<file path="config.mk">
export PLATFORM = sky130hd
export DESIGN_NAME = edit_distance_engine
export DESIGN_NICKNAME = d
export VERILOG_FILES = /design/src/ed_pkg.sv /design/src/ed_cell.sv /design/src/edit_distance_engine.sv
export SDC_FILE = /design/constraint.sdc
export NUM_CORES = 2
export LEC_CHECK = 0
export BUFFER_PORTS_ARGS = -buffer_cell sky130_fd_sc_hd__buf_4
export CELL_PAD_IN_SITES_DETAIL_PLACEMENT = 0
export CELL_PAD_IN_SITES_GLOBAL_PLACEMENT = 1
export CORE_ASPECT_RATIO = 1.5
export CORE_MARGIN = 2
export CORE_UTILIZATION = 51
export CTS_CLUSTER_SIZE = 10
export DETAILED_ROUTE_END_ITERATION = 7
export PLACE_DENSITY = 0.85
export SYNTH_ARGS = -nofsm -noshare
export SYNTH_HDL_FRONTEND = slang
export SYNTH_SLANG_ARGS = --single-unit
</file>
<file path="constraint.sdc">
create_clock -name clk -period 6.1 [get_ports clk]
set_clock_uncertainty 0.05 [all_clocks]
set_input_delay 0.305 -clock clk [delete_from_list [all_inputs] [get_ports clk]]
set_output_delay 0.305 -clock clk [all_outputs]
set_load 0.02 [all_outputs]
</file>
<file path="src/ed_pkg.sv">
// Shared types and constants of the edit distance engine.
package ed_pkg;

  localparam int unsigned CH_W   = 8;
  localparam int unsigned DIST_W = 7;
  localparam logic [DIST_W-1:0] DIST_MAX = 7'd127;

  // Codes of the func field.
  localparam logic FUNC_FIRST  = 1'b0;
  localparam logic FUNC_SECOND = 1'b1;

  // Control of the cell update unit.
  typedef struct packed {
    logic row_start;
    logic step;
    logic first_row;
  } cell_ctrl_t;

endpackage

</file>
<file path="src/ed_cell.sv">
// Cell update unit: keeps the left and diagonal costs of the current row.
module ed_cell #(
  parameter int unsigned LW = 7
) (
  input  logic                    clk,
  input  ed_pkg::cell_ctrl_t      ctrl,
  input  logic [LW-1:0]           row_i,
  input  logic [LW-1:0]           col_j,
  input  logic [ed_pkg::CH_W-1:0] ch_a,
  input  logic [ed_pkg::CH_W-1:0] ch_b,
  input  logic [LW-1:0]           above_mem,
  output logic [LW-1:0]           cell_val
);
  import ed_pkg::*;

  logic [LW-1:0] left_r;
  logic [LW-1:0] diag_r;
  logic [LW-1:0] above;
  logic [LW:0]   sub_cost;
  logic [LW:0]   del_cost;
  logic [LW:0]   ins_cost;
  logic [LW:0]   min_ab;
  logic [LW:0]   min_all;

  // The first row reads the border values j instead of the cost memory.
  assign above    = ctrl.first_row ? col_j : above_mem;
  assign sub_cost = {1'b0, diag_r} + (LW+1)'(ch_a != ch_b);
  assign del_cost = {1'b0, above} + (LW+1)'(1);
  assign ins_cost = {1'b0, left_r} + (LW+1)'(1);
  assign min_ab   = (sub_cost < del_cost) ? sub_cost : del_cost;
  assign min_all  = (min_ab < ins_cost) ? min_ab : ins_cost;
  // A cell never exceeds the longer string length, so the top bit is zero.
  assign cell_val = min_all[LW-1:0];

  always_ff @(posedge clk) begin
    if (ctrl.row_start) begin
      left_r <= row_i;
      diag_r <= row_i - LW'(1);
    end else if (ctrl.step) begin
      left_r <= cell_val;
      diag_r <= above;
    end
  end

endmodule

</file>
<file path="src/edit_distance_engine.sv">
// Levenshtein edit distance engine: top level with string and cost memories.
// Words on the input channel append one character to the first string
// (func = 0) or the second string (func = 1); characters beyond MAX_LEN are
// dropped and flagged in too_long. A word that appends to the first string,
// or to the second without last, leaves the input ready. The word that closes
// the second string starts the computation: with lengths L1 and L2 both
// nonzero it computes one row of the cost matrix per pass through the cost
// memory, one cell per cycle, after reading the first string's character and
// priming the second string and cost reads for each row; with an empty string
// it goes straight to the result. The input is held off during that time. The
// result word sits in an output register, so a new string pair can be loaded
// while it waits; both strings are empty again once the result is registered.
// Distances above 127 saturate.
module edit_distance_engine #(
  parameter int unsigned MAX_LEN = 64
) (
  input  logic                      clk,
  input  logic                      rst_n,
  input  logic                      in_valid,
  output logic                      in_ready,
  input  logic                      in_func,
  input  logic [ed_pkg::CH_W-1:0]   in_ch,
  input  logic                      in_last,
  output logic                      out_valid,
  input  logic                      out_ready,
  output logic [ed_pkg::DIST_W-1:0] out_distance,
  output logic                      out_too_long
);
  import ed_pkg::*;

  localparam int unsigned LW = $clog2(MAX_LEN + 1);
  localparam int unsigned AW = (MAX_LEN > 1) ? $clog2(MAX_LEN) : 1;
  localparam int unsigned SW = (LW > DIST_W) ? LW : DIST_W;

  typedef enum logic [1:0] {S_IDLE, S_ROW, S_SWEEP, S_DONE} state_t;

  state_t        state_r;
  logic [LW-1:0] len1_r;
  logic [LW-1:0] len2_r;
  logic          ovf_r;
  logic [LW-1:0] i_r;
  logic [AW-1:0] j_rd_r;
  logic          iss_r;
  logic          p_v_r;
  logic [AW-1:0] p_idx_r;
  logic [LW-1:0] res_r;
  logic          out_valid_r;
  logic [DIST_W-1:0] out_distance_r;
  logic          out_too_long_r;

  logic [CH_W-1:0] str_a_mem [MAX_LEN];
  logic [CH_W-1:0] str_b_mem [MAX_LEN];
  logic [LW-1:0]   cost_mem  [MAX_LEN];
  logic [CH_W-1:0] a_rd_r;
  logic [CH_W-1:0] b_rd_r;
  logic [LW-1:0]   c_rd_r;

  logic          accept;
  logic          a_wr_en;
  logic          b_wr_en;
  logic          a_rd_en;
  logic          bc_rd_en;
  logic          c_wr_en;
  logic          close_item;
  logic          row_last;
  logic          iss_last;
  logic [LW-1:0] col_j;
  logic [LW-1:0] cell_val;
  logic [SW-1:0] res_wide;
  logic [DIST_W-1:0] res_sat;
  cell_ctrl_t    cell_ctrl;

  assign in_ready     = (state_r == S_IDLE);
  assign out_valid    = out_valid_r;
  assign out_distance = out_distance_r;
  assign out_too_long = out_too_long_r;

  assign accept     = in_valid && in_ready;
  assign close_item = accept && (in_func == FUNC_SECOND) && in_last;
  assign a_wr_en    = accept && (in_func == FUNC_FIRST) && (len1_r < LW'(MAX_LEN));
  assign b_wr_en    = accept && (in_func == FUNC_SECOND) && (len2_r < LW'(MAX_LEN));

  assign a_rd_en  = (state_r == S_ROW);
  assign bc_rd_en = (state_r == S_SWEEP) && iss_r;
  assign c_wr_en  = (state_r == S_SWEEP) && p_v_r;
  assign iss_last = (LW'(j_rd_r) + LW'(1)) == len2_r;
  assign row_last = (LW'(p_idx_r) + LW'(1)) == len2_r;
  assign col_j    = LW'(p_idx_r) + LW'(1);

  assign cell_ctrl.row_start = (state_r == S_ROW);
  assign cell_ctrl.step      = c_wr_en;
  assign cell_ctrl.first_row = (i_r == LW'(1));

  assign res_wide = SW'(res_r);
  assign res_sat  = (res_wide > SW'(DIST_MAX)) ? DIST_MAX : res_wide[DIST_W-1:0];

  ed_cell #(.LW(LW)) u_cell (
    .clk       (clk),
    .ctrl      (cell_ctrl),
    .row_i     (i_r),
    .col_j     (col_j),
    .ch_a      (a_rd_r),
    .ch_b      (b_rd_r),
    .above_mem (c_rd_r),
    .cell_val  (cell_val)
  );

  always_ff @(posedge clk) begin
    if (a_wr_en) begin
      str_a_mem[len1_r[AW-1:0]] <= in_ch;
    end
    if (a_rd_en) begin
      a_rd_r <= str_a_mem[i_r[AW-1:0] - AW'(1)];
    end
  end

  always_ff @(posedge clk) begin
    if (b_wr_en) begin
      str_b_mem[len2_r[AW-1:0]] <= in_ch;
    end
    if (bc_rd_en) begin
      b_rd_r <= str_b_mem[j_rd_r];
    end
  end

  // Reads run one column ahead of the write, so they never meet the same entry.
  always_ff @(posedge clk) begin
    if (c_wr_en) begin
      cost_mem[p_idx_r] <= cell_val;
    end
    if (bc_rd_en) begin
      c_rd_r <= cost_mem[j_rd_r];
    end
  end

  always_ff @(posedge clk) begin
    if (!rst_n) begin
      state_r     <= S_IDLE;
      len1_r      <= '0;
      len2_r      <= '0;
      ovf_r       <= 1'b0;
      i_r         <= '0;
      j_rd_r      <= '0;
      iss_r       <= 1'b0;
      p_v_r       <= 1'b0;
      p_idx_r     <= '0;
      res_r       <= '0;
      out_valid_r <= 1'b0;
    end else begin
      // In S_DONE the output register is handled by the state itself.
      if (out_valid_r && out_ready && (state_r != S_DONE)) begin
        out_valid_r <= 1'b0;
      end
      case (state_r)
        S_IDLE: begin
          if (a_wr_en) begin
            len1_r <= len1_r + LW'(1);
          end
          if (b_wr_en) begin
            len2_r <= len2_r + LW'(1);
          end
          if (accept && !a_wr_en && !b_wr_en) begin
            ovf_r <= 1'b1;
          end
          if (close_item) begin
            i_r     <= LW'(1);
            state_r <= S_ROW;
          end
        end
        S_ROW: begin
          j_rd_r <= '0;
          p_v_r  <= 1'b0;
          if (len1_r == '0 || len2_r == '0) begin
            res_r   <= len1_r | len2_r;
            state_r <= S_DONE;
          end else begin
            iss_r   <= 1'b1;
            state_r <= S_SWEEP;
          end
        end
        S_SWEEP: begin
          p_v_r   <= iss_r;
          p_idx_r <= j_rd_r;
          if (iss_r) begin
            if (iss_last) begin
              iss_r <= 1'b0;
            end else begin
              j_rd_r <= j_rd_r + AW'(1);
            end
          end
          if (p_v_r && row_last) begin
            if (i_r == len1_r) begin
              res_r   <= cell_val;
              state_r <= S_DONE;
            end else begin
              i_r     <= i_r + LW'(1);
              state_r <= S_ROW;
            end
          end
        end
        S_DONE: begin
          if (!out_valid_r || out_ready) begin
            out_valid_r    <= 1'b1;
            out_distance_r <= res_sat;
            out_too_long_r <= ovf_r;
            len1_r         <= '0;
            len2_r         <= '0;
            ovf_r          <= 1'b0;
            state_r        <= S_IDLE;
          end
        end
        default: begin
          state_r <= S_IDLE;
        end
      endcase
    end
  end

endmodule

</file>
=== Word level (Yosys, flattened, before mapping) ===
Memories as Yosys holds them, arrays and structs flattened. A register that Yosys moved wholly into a read port is not among the register bits.
Cells that the tools add are included.
W data, S select, Z words.

* Memories: 3
* Input bits: 14
* Output and inout port bits: 10
* Memory bits (writable): 1472
* Bits in registers: 68
* Logic and storage cells: 137

{| class="wikitable"
|+ Memory list
! memory !! words !! bits a word !! rd ports !! clocked after memory_dff !! write ports !! RTL line !! RTL
|-
| str_a_mem || 64 || 8 || 1 || 1 || 1 || edit_distance_engine.sv:51 || <nowiki>logic [CH_W-1:0] str_a_mem [MAX_LEN];</nowiki>
|-
| str_b_mem || 64 || 8 || 1 || 1 || 1 || edit_distance_engine.sv:52 || <nowiki>logic [CH_W-1:0] str_b_mem [MAX_LEN];</nowiki>
|-
| cost_mem || 64 || 7 || 1 || 1 || 1 || edit_distance_engine.sv:53 || <nowiki>logic [LW-1:0] cost_mem [MAX_LEN];</nowiki>
|}

* Bitwise operators: 2
* Muxes and demuxes: 46
* Equal/unequal tests: 21
* Add/subtract/negate cells: 11
* Reduce and logical (&&, ||, !) cells: 34
* Order comparisons: 5

{| class="wikitable"
|+ Operators with widths
! kind !! count
|-
| $mux W7 || 15
|-
| $pmux W7 S2 || 4
|-
| $add A7 B1 Y7 const B || 3
|-
| $eq A7 B7 Y1 || 3
|-
| $reduce_and A3 Y1 || 6
|-
| $add A7 B1 Y8 const B || 2
|-
| $lt A8 B8 Y1 || 2
|-
| $mux W1 || 15
|-
| $add A6 B1 Y7 const B || 2
|-
| $logic_not A7 Y1 || 2
|-
| $lt A7 B7 Y1 const B || 2
|-
| $ne A2 B1 Y1 const B || 7
|-
| $logic_and A1 B1 Y1 || 13
|-
| $mux W6 || 2
|-
| $ne A2 B2 Y1 const B || 6
|-
| $pmux W6 S2 || 1
|-
| $add A7 B1 Y8 || 1
|-
| $mux W2 || 4
|-
| $mux W8 || 1
|-
| $ne A8 B8 Y1 || 1
|-
| $pmux W2 S4 || 1
|-
| $reduce_and A4 Y1 || 2
|-
| $reduce_bool A2 Y1 || 4
|-
| $eq A7 B1 Y1 const B || 1
|-
| 13 further kinds || 19
|}

=== Longest topological paths before layout ===
* Depth in word-level cells: 10
* Depth in mapped cells: 30
* Depth with buffers taken out: 28

=== Modules after synthesis ===
Synthesis repeated with hierarchy kept, for this count alone.

* Cells, all modules: 3115
* Area, all modules: 62705.1 um^2

{| class="wikitable"
|+ Modules (own cells, without submodules)
! module !! instances !! cells each !! sequential area each (um^2) !! area each (um^2)
|-
| edit_distance_engine || 1 || 2904 || 46054.2 || 60858.4
|-
| ed_cell || 1 || 211 || 420.4 || 1846.8
|}

=== Worst setup path before layout ===
Ideal clock, no wire load.

* Path type: reg-to-reg
* From: register i_r[1]
* To: memory cost_mem[0][3] (data pin)
* Buffers on the path: 3
* Cell stages (with the launch flop): 28
* Library setup time: 0.343 ns
* Data arrival time: 6.334 ns
* Data required time: 5.707 ns
* Clock period less this slack: 6.727 ns
* Setup slack: -0.627 ns
* Cells stage by stage: dfxtp_1 -> inv_1 -> ha_1 -> nor4b_1 -> nand2_1 -> clkbuf_1 -> clkbuf_1 -> mux2_2 -> ha_1 -> inv_1 -> o41ai_1 -> nor3b_1 -> xor2_1 -> ha_1 -> a21o_1 -> a211o_1 -> or3_1 -> a21oi_1 -> a311o_1 -> buf_6 -> mux2_2 -> ha_1 -> o211ai_1 -> a21oi_1 -> or2_0 -> a21boi_2 -> o21ai_0 -> inv_1

* Cells in the longest elaborated chain, start to end: 7

{| class="wikitable"
|+ RTL lines
! item !! RTL line !! RTL
|-
| start, declared || edit_distance_engine.sv:41 || <nowiki>logic [LW-1:0] i_r;</nowiki>
|-
| start signal, assigned || edit_distance_engine.sv:196 || <nowiki>i_r <= i_r + LW'(1);</nowiki>
|-
| $eq A7 B1 Y1 (*) || edit_distance_engine.sv:92 || <nowiki>assign cell_ctrl.first_row = (i_r == LW'(1));</nowiki>
|-
| $mux W7 (*) || ed_cell.sv:26 || <nowiki>assign above = ctrl.first_row ? col_j : above_mem;</nowiki>
|-
| $add A7 B1 Y8 (*) || ed_cell.sv:28 || <nowiki>assign del_cost = {1'b0, above} + (LW+1)'(1);</nowiki>
|-
| $lt A8 B8 Y1 || ed_cell.sv:30 || <nowiki>assign min_ab = (sub_cost < del_cost) ? sub_cost : del_cost;</nowiki>
|-
| $mux W8 (*) || ed_cell.sv:30 ||
|-
| $lt A8 B8 Y1 || ed_cell.sv:31 || <nowiki>assign min_all = (min_ab < ins_cost) ? min_ab : ins_cost;</nowiki>
|-
| $mux W7 (*) || ed_cell.sv:31 ||
|-
| via cell_val[3] || edit_distance_engine.sv:68 || <nowiki>logic [LW-1:0] cell_val;</nowiki>
|-
| end, declared || edit_distance_engine.sv:53 ||
|}

The timed path passes the listed nets; every way through them passes the cells marked *.

=== Worst setup path after layout ===
* From: register i_r[1]
* To: register u_cell.left_r[4] (data pin)

* Cells in the longest elaborated chain, start to end: 9

{| class="wikitable"
|+ RTL lines
! item !! RTL line !! RTL
|-
| $eq A7 B1 Y1 (*) || edit_distance_engine.sv:92 ||
|-
| $mux W7 (*) || ed_cell.sv:26 ||
|-
| $add A7 B1 Y8 (*) || ed_cell.sv:28 ||
|-
| $lt A8 B8 Y1 || ed_cell.sv:30 ||
|-
| $mux W8 (*) || ed_cell.sv:30 ||
|-
| $lt A8 B8 Y1 || ed_cell.sv:31 ||
|-
| $mux W7 (*) || ed_cell.sv:31 ||
|-
| via cell_val[4] || edit_distance_engine.sv:68 ||
|-
| $mux W7 (*) || ed_cell.sv:39 || <nowiki>end else if (ctrl.step) begin</nowiki>
|-
| $mux W7 (*) || ed_cell.sv:36 || <nowiki>if (ctrl.row_start) begin</nowiki>
|-
| end signal, assigned || ed_cell.sv:37 || <nowiki>left_r <= row_i;</nowiki>
|-
| end signal, assigned || ed_cell.sv:40 || <nowiki>left_r <= cell_val;</nowiki>
|-
| end, declared || ed_cell.sv:16 || <nowiki>logic [LW-1:0] left_r;</nowiki>
|}

The timed path passes the listed nets; every way through them passes the cells marked *. The select of a mux whose other input is x is not followed.
A chain may end at the register's enable or synchronous reset.

==> results summary <==
The run finished with clean final reports. The mux share of post-synthesis cell area is 18.08%. The fill cell total of the finished layout is 8234. The initial antenna violation count is 5. Across every metal layer, demand over resource in global routing totals 23.10%.

The simple-gate share of the synthesized area came out at 3.334%. The flop-to-flop setup slack came out at 180 ps. The critical path in this run is classified as flip-flop to flip-flop. The wire length per cell after detailed routing came out at 30.10 µm. The share of the synthesized area in compound gates (AO/OA/AOI/OAI) came out at 1.070%. The measured slew at the worst slew-check pin is 1398 ps. The post-synthesis net count is 2970. STA classifies the critical path endpoint as a flip-flop.

Across the run, the number of max-cap violations was 0. The chip width came out at 289.1 µm. Dividing total power by cell area gives a power density of 440.5 nW/µm². After global routing the overflow that remains totals 0. The number of enable flip-flop cells after synthesis is 1517.

The arrival time of the worst setup path is 6420 ps. The worst path in the final design needs a cycle of 5917 ps, including I/O delays and setup. The clock sink total is 1563. The highest-delay cell along the critical path is sky130_fd_sc_hd__mux2_4. The biggest fanout along the worst timing path is 8.

The starting utilization of the core area came out at 51.47%. The critical path starts at i_r[1]. The beginning of the worst register-to-register path is i_r[1]. Port buffering added 23 buffers. The multi-input combinational cell area came out at 15180 µm². The number of global-route vias before repair is 30940.

The yosys synthesis warning count came out at 0. The fraction of post-synthesis cell area in the top cell type by area came out at 73.25%. Setup violations remaining at the end of the flow were counted as 0.

The part of the cycle the worst path needs is 97.01%. The core region is 120800 µm². The clock latency on the worst-skew pair came out at 810 ps.

In the synthesized netlist, the number of instances is 2926. The worst max-slew margin expressed relative to the limit is 6.140%. The number of cell rows is 156.

The maximum buffer depth of the clock tree is 3. After the first detailed-routing iteration, the DRC count stood at 3499. The sequential cell area is 46490 µm². By count the netlist is led by 1517 x sky130_fd_sc_hd__edfxtp_1, 483 x sky130_fd_sc_hd__mux4_2, 271 x sky130_fd_sc_hd__nor2_1. The required time of the critical path is 6600 ps. Synthesis instantiated 69 different standard cells from the library. The first-pass GRT wire length came out at 208500 µm. Sequential elements use 74.73% of the synthesized area. The met3 usage came out at 4.531%. The post-synthesis share of cell area spent on full adders, half adders and majority gates is 0.6036%. The worst-case reg-to-reg path depth came out at 27. The count of nets left with antenna violations once routing finished came out at 0.

In the post-synthesis netlist, the biggest area contributors are sky130_fd_sc_hd__edfxtp_1 73%, sky130_fd_sc_hd__mux4_2 17%, sky130_fd_sc_hd__nor2_1 1.6%. Clock tree synthesis selected as its root buffer the cell sky130_fd_sc_hd__clkbuf_16. The maximum number of pins on one net before global-route repair is 129. The fraction of registers with async set or reset after synthesis came out at 0%. The total vias in the final route came out at 29860.

Among all cell types in the netlist, the one instantiated most often is sky130_fd_sc_hd__edfxtp_1. The number of primary I/O pins came out at 24. The register bit count reported by yosys came out at 1563. The worst register-to-register path ends at u_cell.left_r[4]. The met2 capacity usage during global routing is 39.68%. The die covers 124800 µm². For this design the static power due to leakage is 20.94 nW. The hold violation total from the final report is 0. The biggest area contributor in the post-synthesis netlist is sky130_fd_sc_hd__edfxtp_1. The fraction of layout cells with a size suffix above 1 is 26.61%. IR analysis of the VDD net gives a maximum drop of 972.9 µV. The number of slew-limit violations in the final report is 0. The remaining routing DRC violations came out at 0. TritonCTS built the clock tree. The post-synthesis instance area came out at 62190 µm². For met1 alone, demand over resource in global routing was 29.11%. The min-delay analysis places its worst path in the category input pin to flip-flop.

The post-layout worst setup margin is 182.5 ps. Of the total synthesized cell area, the portion taken by XOR and XNOR cells is 0.9898%. The net count reported at finish came out at 3082.

After global routing, the most crowded layer is met2. Wires add up to 140700 µm. The die height came out at 431.7 µm. The total power consumption of the routed design came out at 0.03065 W.

After synthesis, the largest family of logic cells by area is multiplexers. The critical path's largest stage delay came out at 380 ps. The final weighted congestion in routability-driven placement is 0.8411.

The clock buffer count from CTS came out at 175. Using the TritonRoute via totals, the vias-per-cell ratio works out to 6.387. The top achievable clock speed is 169.0 MHz. The HPWL reported at the end of detailed placement came out at 84070 µm. The H-tree was split into 4 levels. STA classifies the critical path startpoint as a flip-flop.

The synthesized area divided by synthesized cell count came out at 21.25 µm². The clock-pin slew on the worst setup and hold paths came out at 60 ps. The layout-stage area growth over the synthesis result is 11.87%.

The first detailed-routing pass took 5 iterations. The worst slack at placement came out at -249.8 ps. The most critical setup path has its endpoint at u_cell.left_r[4]. The most used flip-flop cell after synthesis is sky130_fd_sc_hd__edfxtp_1.
## worst max-delay path: cells and delay by family (launching register included)
kind / cells / cell delay [ps]
multiplexers: 3 / 910
AO/OA/AOI/OAI: 9 / 1710
adder cells (fa/ha/maj): 4 / 790
AND/OR/NAND/NOR: 6 / 1310
buffers and inverters: 4 / 430
flip-flops: 1 / 340
XOR/XNOR: 1 / 120
## worst min-delay path by stage
stage / startpoint / endpoint / slack (ps) / cells after the start
after global routing: in_ch[3] / str_a_mem[51][3] / 80 / 1
after global placement: res_r[4] / out_distance[4] / 370 / 0
after floorplan: in_ch[0] / str_a_mem[0][0] / 350 / 0
after CTS: in_ch[3] / str_a_mem[51][3] / 50 / 1
final: in_ch[3] / str_a_mem[51][3] / 70 / 1
after detailed placement: res_r[4] / out_distance[4] / 380 / 0
## state kept, by name (all words and copies together) (netlist names), 8 cells and up
signal     flops
str_a_mem    512
str_b_mem    512
cost_mem     448
b_rd_r         8
a_rd_r         8
## what timing repair did
item / in CTS / in global routing
gates cloned: 0 / 1
pin swaps: 0 / 8
hold buffers: 12 / 0
endpoints found under the setup margin: 403 / 458
hold endpoints to repair: 317 / 0
gates resized for setup: 7 / 21
setup buffers: 3 / 6
## placed cells by master, fill, tap and decap left out, drive strengths merged, types with 11 or more instances in the layout
cell / n
buf: 88
nand4: 12
mux2i: 22
nor2: 271
xnor2: 26
dfxtp: 46
xor2: 39
o21ai: 24
mux2: 11
mux4: 483
a21oi: 27
dlygate4sd3: 12
nor3b: 15
ha: 30
edfxtp: 1517
inv: 28
clkinv: 16
nand3: 25
nand2: 63
clkbuf: 214
## routing by layer
layer | up-vias | routed length, µm
met5 | - | 46
li1 | 12260 | -
met4 | 6 | 5482
met2 | 1527 | 74440
met1 | 15790 | 50210
met3 | 282 | 10540
## report_power, final
group	switching (W)	internal, W
clock network	0.00399	0.00521
registers	0.0000877	0.0142
logic	0.00448	0.00270
## per-stage QoR
step                hold slack [ps]  instance area (µm²)  std cells  setup TNS (ps)  util [%]
detailed placement            376.5                64380       4419          -35290     53.29
floorplan                     353.9                62290       2926               0         -
global route                  75.75                69570       4673           -7476     57.58
global placement              368.3                64380       4419          -12430     53.29
CTS                           51.91                69380       4666               0     57.42
finish                        72.04                69570       4675               0     57.58
## logic make-up (layout without fill, tap and decap cells)
kind of cell    after synthesis  count (layout)
simple gates                458             458
buf+inv                     193             360
fa+ha+maj                    30              30
mux                         516             516
other cells                   0               2
compound gates               99              99
flops                      1563            1563
xor+xnor                     67              67
## layout make-up
type	count	share of cell area (%)
Sequential cell	1563	66.83
Multi-Input combinational cell	1170	21.82
Clock buffer	213	6.530
Tap cell	1580	2.841
Timing Repair Buffer	101	1.401
Clock inverter	19	0.4136
Inverter	27	0.1565
Antenna cell	2	0.007193
(Power assumes the default switching activity.)
